==> config.mk <==
export PLATFORM = sky130hd
export DESIGN_NAME = int32_to_fp12_convert_unit
export DESIGN_NICKNAME = d
export VERILOG_FILES = /design/src/sv/i2f_pkg.sv /design/src/sv/i2f_core.sv /design/src/sv/int32_to_fp12_convert_unit.sv
export VERILOG_INCLUDE_DIRS = /design/src /design/src/sv
export SDC_FILE = /design/constraint.sdc
export NUM_CORES = 1
export LEC_CHECK = 0
export BUFFER_PORTS_ARGS = -buffer_cell sky130_fd_sc_hd__buf_2
export CORE_MARGIN = 4
export CORE_UTILIZATION = 60
export CTS_CLUSTER_SIZE = 40
export DETAILED_ROUTE_END_ITERATION = 7
export PLACE_DENSITY = 0.83
export SLEW_MARGIN = 20
export SYNTH_ARGS = -nofsm -noshare
export SYNTH_HDL_FRONTEND = slang
export SYNTH_SLANG_ARGS = --single-unit
==> constraint.sdc <==
create_clock -name clk -period 16.77 [get_ports clk]
set_input_delay 0.8385 -clock clk [delete_from_list [all_inputs] [get_ports clk]]
set_output_delay 0.8385 -clock clk [all_outputs]
set_load 0.005 [all_outputs]
==> src/sv/assert_macros.svh <==
// assertion helpers included by the convert unit
`ifndef ASSERT_MACROS_SVH
`define ASSERT_MACROS_SVH

// implication checked on every rising clk edge, quiet while in reset
`define ASSERT_CLK(label, prop, msg) \
    label: assert property (@(posedge clk) disable iff (!rst_n) prop) else $error(msg);

// plain clocked check with no reset qualifier
`define ASSERT_ALWAYS(label, prop, msg) \
    label: assert property (@(posedge clk) prop) else $error(msg);

`endif

==> src/sv/i2f_pkg.sv <==
package i2f_pkg;

    // field widths of the converter
    localparam int VALUE_W = 32;
    localparam int FLOAT_W = 16;
    localparam int SIGN_W  = 5;
    localparam int EXP_W   = 6;
    localparam int FRAC_W  = 5;

    // width of a leading zero count over the input word
    localparam int LZ_W = $clog2(VALUE_W);

    // exponent bias; field arithmetic wraps modulo the exponent width
    localparam logic [EXP_W-1:0] EXP_BIAS = 6'd31;

endpackage

==> src/sv/i2f_core.sv <==
module i2f_core
    import i2f_pkg::*;
(
    input  logic [VALUE_W-1:0] value,
    output logic [FLOAT_W-1:0] packed_float
);

    logic                neg;
    logic [VALUE_W-1:0]  mag;
    logic [LZ_W-1:0]     lz;
    logic [VALUE_W-1:0]  norm;
    logic [LZ_W-1:0]     lead_pos;
    logic [FRAC_W:0]     kept;
    logic                guard_bit;
    logic                sticky_bit;
    logic                round_up;
    logic [FRAC_W+1:0]   rounded;
    logic                carry;
    logic [EXP_W-1:0]    exp_field;
    logic [SIGN_W-1:0]   sign_field;

    // magnitude; the most negative value stays 2^31 as unsigned
    assign neg = value[VALUE_W-1];
    assign mag = neg ? (~value + VALUE_W'(1)) : value;

    // leading zero count, lowest set bit first so the highest one wins
    always_comb
    begin
        lz = '0;
        for (int i = 0; i < VALUE_W; i++)
        begin
            if (mag[i])
            begin
                lz = LZ_W'(VALUE_W - 1 - i);
            end
        end
    end

    // normalise so the leading one sits at the top bit
    assign norm     = mag << lz;
    assign lead_pos = LZ_W'(VALUE_W - 1) - lz;

    // keep leading one plus fraction, round to nearest even
    assign kept       = norm[VALUE_W-1 -: FRAC_W+1];
    assign guard_bit  = norm[VALUE_W-FRAC_W-2];
    assign sticky_bit = |norm[VALUE_W-FRAC_W-3:0];
    assign round_up   = guard_bit & (sticky_bit | kept[0]);
    assign rounded    = {1'b0, kept} + (FRAC_W+2)'(round_up);
    assign carry      = rounded[FRAC_W+1];

    // a rounding carry leaves a zero fraction in the low bits either way
    assign exp_field  = EXP_W'(lead_pos) + EXP_W'(carry) + EXP_BIAS;
    assign sign_field = {SIGN_W{neg}};

    // zero input gives an all-zero word
    always_comb
    begin
        if (value == '0)
        begin
            packed_float = '0;
        end
        else
        begin
            packed_float = {sign_field, exp_field, rounded[FRAC_W-1:0]};
        end
    end

endmodule

==> src/sv/int32_to_fp12_convert_unit.sv <==
// int32 to 16-bit float converter with 6-bit precision (leading one plus 5 fraction bits)
// an input transfer loads s1, the core converts it and s2 holds the result under out_valid
// throughput: one item per cycle; the only stall is a held result on the output
// the single combinational pass is leading-zero count, normalise shift and round
// reset: rst_n asynchronous active low clears both valid flags, no data held
module int32_to_fp12_convert_unit
    import i2f_pkg::*;
(
    input  logic               clk,
    input  logic               rst_n,
    input  logic               in_valid,
    output logic               in_ready,
    input  logic [VALUE_W-1:0] value,
    output logic               out_valid,
    input  logic               out_ready,
    output logic [FLOAT_W-1:0] packed_float
);

`include "assert_macros.svh"

    logic               s1_valid_reg;
    logic               s1_valid_next;
    logic [VALUE_W-1:0] s1_value_reg;
    logic               s2_valid_reg;
    logic               s2_valid_next;
    logic [FLOAT_W-1:0] s2_float_reg;
    logic [FLOAT_W-1:0] result_next;
    logic               advance;

    // result register empties or drains this cycle
    assign advance  = !s2_valid_reg || out_ready;
    assign in_ready = !s1_valid_reg || advance;

    assign s1_valid_next = in_ready ? in_valid : s1_valid_reg;
    assign s2_valid_next = advance ? s1_valid_reg : s2_valid_reg;

    // conversion between the two registers
    i2f_core u_core
    (
        .value        (s1_value_reg),
        .packed_float (result_next)
    );

    // valid flags
    always_ff @(posedge clk or negedge rst_n)
    begin
        if (!rst_n)
        begin
            s1_valid_reg <= 1'b0;
            s2_valid_reg <= 1'b0;
        end
        else
        begin
            s1_valid_reg <= s1_valid_next;
            s2_valid_reg <= s2_valid_next;
        end
    end

    // payload registers
    always_ff @(posedge clk)
    begin
        if (in_ready && in_valid)
        begin
            s1_value_reg <= value;
        end
        if (advance && s1_valid_reg)
        begin
            s2_float_reg <= result_next;
        end
    end

    assign out_valid    = s2_valid_reg;
    assign packed_float = s2_float_reg;

    // checks
    `ASSERT_CLK(a_stall_only_on_held_result,
        !in_ready |-> (out_valid && !out_ready),
        "input blocked without a held result")
    `ASSERT_CLK(a_zero_maps_to_zero,
        (s1_valid_reg && advance && s1_value_reg == '0) |=> (packed_float == '0),
        "zero input did not give a zero word")
    `ASSERT_CLK(a_sign_follows_input,
        (s1_valid_reg && advance) |=>
            (packed_float[FLOAT_W-1 -: SIGN_W] == {SIGN_W{$past(s1_value_reg[VALUE_W-1])}}),
        "sign field does not match input sign")

endmodule
==> flow_summary.html <==
<table>
<tr><th>Metric</th><th>Value</th></tr>
<tr><th colspan="2">Status</th></tr>
<tr><td>Run status</td><td>finished clean</td></tr>
<tr><th colspan="2">Clock network</th></tr>
<tr><td>Clock transition at the registers of the reported paths</td><td>approximately 0.1 ns</td></tr>
<tr><td>Total clock sinks</td><td>46</td></tr>
<tr><td>Maximum buffer depth of the clock tree</td><td>2</td></tr>
<tr><td>Setup Fix Bufs, Post-CTS</td><td>0</td></tr>
<tr><td>Worst skew pair latency</td><td>0.32 ns</td></tr>
<tr><td>Root Buffer</td><td>sky130_fd_sc_hd__clkbuf_8</td></tr>
<tr><td>Clock buffers created by TritonCTS</td><td>5</td></tr>
<tr><td>CTS tree</td><td>done</td></tr>
<tr><td>Number of gates resized after CTS</td><td>0</td></tr>
<tr><td>Hold-fix buffers, CTS</td><td>0</td></tr>
<tr><td>Clock H-tree levels</td><td>2</td></tr>
<tr><th colspan="2">Placed design</th></tr>
<tr><td># placed instances</td><td>approximately 740</td></tr>
<tr><td>IO Port Bufs</td><td>between 50 and 60</td></tr>
<tr><td>Dpl hpwl</td><td>11.25 mm</td></tr>
<tr><td>Post-Place Cell Area</td><td>5409 sq um</td></tr>
<tr><td>Post-placement setup slack</td><td>around 9.9 ns</td></tr>
<tr><td>Final weighted congestion of routability-driven global placement</td><td>1.001</td></tr>
<tr><th colspan="2">STA</th></tr>
<tr><td>Shortest clock period the worst path allows after layout</td><td>between 7 and 8 ns</td></tr>
<tr><td>Timing-limited maximum frequency</td><td>140.7 MHz</td></tr>
<tr><td>Relative slew slack</td><td>38.94%</td></tr>
<tr><td>Worst-margin pin slew</td><td>0.9090 ns</td></tr>
<tr><td>Final setup slack of the worst path</td><td>9.664 ns</td></tr>
<tr><td>Setup repair after global routing missed its margin</td><td>no</td></tr>
<tr><td>Number of pins exceeding their max-slew limit in the final report</td><td>0</td></tr>
<tr><td>Worst Clk Skew</td><td>0.009082 ns</td></tr>
<tr><td>Final Hold Vio Count</td><td>0</td></tr>
<tr><td>Period Utilization, post-route</td><td>42.37%</td></tr>
<tr><td>Number of endpoints failing setup at the final stage</td><td>0</td></tr>
<tr><td>Accumulated negative setup slack</td><td>0 ns</td></tr>
<tr><th colspan="2">Final layout</th></tr>
<tr><td>Final Non-Filler Cells</td><td>743</td></tr>
<tr><td>Filler Cells Inserted</td><td>696</td></tr>
<tr><td>Final instance area</td><td>5528 sq um</td></tr>
<tr><td>Largest register FFs</td><td>32</td></tr>
<tr><td># diodes</td><td>0</td></tr>
<tr><td>Synth-to-layout area growth</td><td>4.841%</td></tr>
<tr><td>Utilization after layout</td><td>approximately two thirds</td></tr>
<tr><td>Fraction of layout cells with a size suffix above 1</td><td>between 10% and 20%</td></tr>
<tr><td>Nets@finish</td><td>678</td></tr>
<tr><th colspan="2">Die</th></tr>
<tr><td># IOs</td><td>54</td></tr>
<tr><td>Area of the core</td><td>roughly 8400 sq um</td></tr>
<tr><td>Die W</td><td>just over 100 um</td></tr>
<tr><td>Row cnt</td><td>33</td></tr>
<tr><td>Die footprint</td><td>10350 sq um</td></tr>
<tr><td>Initial cell density of the core</td><td>between 60% and 70%</td></tr>
<tr><td>Die height</td><td>101.7 um</td></tr>
<tr><th colspan="2">Global routing</th></tr>
<tr><td>Remaining global-route overflow</td><td>0</td></tr>
<tr><td>Maximum number of pins on one net before global-route repair</td><td>56</td></tr>
<tr><td>Wire length of the first global-routing pass</td><td>~25 mm</td></tr>
<tr><td>Via count of the first global-routing pass</td><td>4844</td></tr>
<tr><td>Antenna violations before repair</td><td>0</td></tr>
<tr><td>Aggregate global-route resource usage</td><td>around 30%</td></tr>
<tr><th colspan="2">Yosys</th></tr>
<tr><td>Primary FF master, synth</td><td>sky130_fd_sc_hd__edfxtp_1</td></tr>
<tr><td>Synth Cell Area</td><td>5273 sq um</td></tr>
<tr><td>Gate Count Post-Synth</td><td>roughly 630</td></tr>
<tr><td>Total number of yosys warnings</td><td>0</td></tr>
<tr><td>Count of state elements after synthesis</td><td>46</td></tr>
<tr><td>Top cells by area, synth</td><td>sky130_fd_sc_hd__edfxtp_1 (25%), sky130_fd_sc_hd__mux2i_1 (5.1%), sky130_fd_sc_hd__xnor2_1 (5.0%)</td></tr>
<tr><td>Number of enable-type register cells in the synthesized netlist</td><td>44</td></tr>
<tr><td>Library cells used by synthesis</td><td>95</td></tr>
<tr><td>Net count after synthesis</td><td>670</td></tr>
<tr><td>Share of synthesized registers carrying an async set or reset</td><td>4.348%</td></tr>
<tr><td>Sequential share of the synthesized area</td><td>a little over a quarter</td></tr>
<tr><td>Per-instance average area after synthesis</td><td>8.382 sq um</td></tr>
<tr><td>Share of the synthesized area in the top cell type</td><td>about 25%</td></tr>
<tr><td>Biggest area consumer among synthesized cells</td><td>sky130_fd_sc_hd__edfxtp_1</td></tr>
<tr><th colspan="2">Critical path</th></tr>
<tr><td>Crit-path max cell delay</td><td>between 0.6 and 0.7 ns</td></tr>
<tr><td>Arrival time reported for the critical path endpoint</td><td>7.16 ns</td></tr>
<tr><td>Startpoint types</td><td>flop</td></tr>
<tr><td>CP endpoint kind</td><td>flop</td></tr>
<tr><td>Most frequent cell on the critical path</td><td>sky130_fd_sc_hd__ha_1</td></tr>
<tr><td>Kind of critical path</td><td>flop to flop</td></tr>
<tr><td>Worst Path Required</td><td>between 15 and 20 ns</td></tr>
<tr><td>Critical path fanouts, max</td><td>55</td></tr>
<tr><td>Worst reg2reg path depth</td><td>23</td></tr>
<tr><td>CP Cell Sequence</td><td>buf_4 &gt; clkinv_1 &gt; a41oi_1 &gt; xor2_1 &gt; o21ai_0 &gt; nor3_1 &gt; o311a_1 &gt; o22ai_4 &gt; nand2b_4 &gt; inv_2 &gt; o21ai_0 &gt; o32a_1 &gt; o22ai_1 &gt; a21oi_1 &gt; nor2_1 &gt; ha_1 &gt; and3b_1 &gt; nand2_1 &gt; ha_1 &gt; ha_1 &gt; nand3_1 &gt; xnor2_1 &gt; nor2_1</td></tr>
<tr><td>Worst R2R Start</td><td>s1_value_reg[31]</td></tr>
<tr><td>Critical Path Slowest Stage Cell</td><td>sky130_fd_sc_hd__clkinv_1</td></tr>
<tr><td>Reg-to-reg setup timing slack</td><td>9.66 ns</td></tr>
<tr><td>Worst R2R End</td><td>packed_float[9]</td></tr>
<tr><th colspan="2">Worst hold path</th></tr>
<tr><td>Worst hold path class</td><td>input pin to asynchronous set/reset pin</td></tr>
<tr><th colspan="2">Job</th></tr>
<tr><td>MaxCap Viol Count</td><td>0</td></tr>
<tr><th colspan="2">Power</th></tr>
<tr><td>Leakage</td><td>1.933 nW</td></tr>
<tr><td>Peak supply drop</td><td>0.00004153 V</td></tr>
<tr><td>Power density over cell area</td><td>between 70 and 80 nW/um^2</td></tr>
<tr><th colspan="2">Detailed routing</th></tr>
<tr><td>Number of detailed-route iterations in the first pass</td><td>5</td></tr>
<tr><td>Vias post-DR</td><td>5285</td></tr>
<tr><td>Vias per cell</td><td>7.113</td></tr>
<tr><td>Post-detailed-route count of antenna-violating nets</td><td>0</td></tr>
<tr><td>Number of design-rule violations left by the first detailed-router iteration</td><td>517</td></tr>
<tr><td>Post-detailed-routing wire length</td><td>15.08 mm</td></tr>
<tr><td>DRC violation count after routing</td><td>0</td></tr>
<tr><td>WL per Instance</td><td>20.30 um</td></tr>
</table>
==> layout by cell type (no fill, tap or decap), types with 13 or more instances in the layout <==
| cell type | instances |
|---|---|
| sky130_fd_sc_hd__o21ai_0 | 26 |
| sky130_fd_sc_hd__nand3_1 | 19 |
| sky130_fd_sc_hd__nand2_1 | 51 |
| sky130_fd_sc_hd__edfxtp_1 | 44 |
| sky130_fd_sc_hd__mux2i_1 | 27 |
| sky130_fd_sc_hd__xor2_1 | 13 |
| sky130_fd_sc_hd__o22ai_1 | 14 |
| sky130_fd_sc_hd__nor3_1 | 28 |
| sky130_fd_sc_hd__a21oi_1 | 27 |
| sky130_fd_sc_hd__inv_1 | 15 |
| sky130_fd_sc_hd__xnor2_1 | 30 |
| sky130_fd_sc_hd__buf_2 | 53 |
| sky130_fd_sc_hd__nor2_1 | 52 |
==> report_power, final <==
group          switching [mW]  internal (mW)
Combinational           0.126         0.0761
Sequential             0.0127          0.140
Clock                  0.0423         0.0447
==> critical path, delay by kind of cell (launching register included) <==
kind | cells | cell delay [ns]
compound gates | 8 | 2.94
xor+xnor | 2 | 0.35
fa+ha+maj | 3 | 0.57
buf+inv | 3 | 1.47
flops | 1 | 0.33
simple gates | 7 | 1.16
==> cell type report <==
class / instances / area [sq um] / area share, %
Multi-Input combinational cell: 507 / 3532 / 63.90
Tap cell: 105 / 131.4 / 2.377
Clock buffer: 5 / 68.82 / 1.245
Sequential cell: 46 / 1371 / 24.81
Clock inverter: 3 / 43.79 / 0.7922
Timing Repair Buffer: 59 / 310.3 / 5.613
Inverter: 18 / 70.07 / 1.268
==> layer usage <==
layer | global-route usage, % | share of wire, %
met2 | 47.18 | 47
met3 | 4.270 | 9.3
met1 | 41.65 | 41
met5 | 0 | 0
met4 | 10.33 | 3.2
==> synthesized netlist by cell type, types with 7 or more instances <==
cell                        n
sky130_fd_sc_hd__o22ai_1   14
sky130_fd_sc_hd__o211ai_1  10
sky130_fd_sc_hd__inv_1     15
sky130_fd_sc_hd__o21ai_0   26
sky130_fd_sc_hd__xor2_1    13
sky130_fd_sc_hd__buf_2     16
sky130_fd_sc_hd__nand4_1   11
sky130_fd_sc_hd__mux2i_1   27
sky130_fd_sc_hd__a22oi_1    7
sky130_fd_sc_hd__and3_1     7
sky130_fd_sc_hd__clkbuf_1  27
sky130_fd_sc_hd__nand3_1   19
sky130_fd_sc_hd__a31oi_1    9
sky130_fd_sc_hd__and2_1     7
sky130_fd_sc_hd__nand2_1   51
sky130_fd_sc_hd__nor3_1    28
sky130_fd_sc_hd__o31ai_1   10
sky130_fd_sc_hd__a21oi_1   27
sky130_fd_sc_hd__xnor2_1   30
sky130_fd_sc_hd__a211oi_1   9
sky130_fd_sc_hd__nand2b_1   7
sky130_fd_sc_hd__edfxtp_1  44
sky130_fd_sc_hd__nor4_1     9
sky130_fd_sc_hd__a41oi_1    7
sky130_fd_sc_hd__nor2_1    52
==> cell families after synthesis <==
group,synth area share (%)
AND/OR/NAND/NOR,24.61
flip-flops,26.01
multiplexers,6.027
buffers and inverters,7.119
XOR/XNOR,7.451
adder cells (fa/ha/maj),1.187
AO/OA/AOI/OAI,27.60
==> per-stage QoR <==
stage	hold WS (ns)	total power [mW]
after global routing	0.2811	0.4657
after floorplan	0.4490	0.3063
after CTS	0.2841	0.4365
final	0.2829	0.4416
after global placement	0.4596	0.3464
after detailed placement	0.4718	0.3501
==> worst max path at each step <==
stage	start	to	slack (ns)	cells after the start
after floorplan	s1_value_reg[0]	packed_float[9]	11.43	27
after global placement	s1_value_reg[3]	packed_float[9]	10.03	22
after detailed placement	s1_value_reg[3]	packed_float[9]	9.92	22
after CTS	s1_value_reg[31]	packed_float[9]	9.91	23
after global routing	s1_value_reg[0]	packed_float[9]	9.29	24
final	s1_value_reg[31]	packed_float[9]	9.66	23
Note: power is estimated with default switching activity, not from simulation.
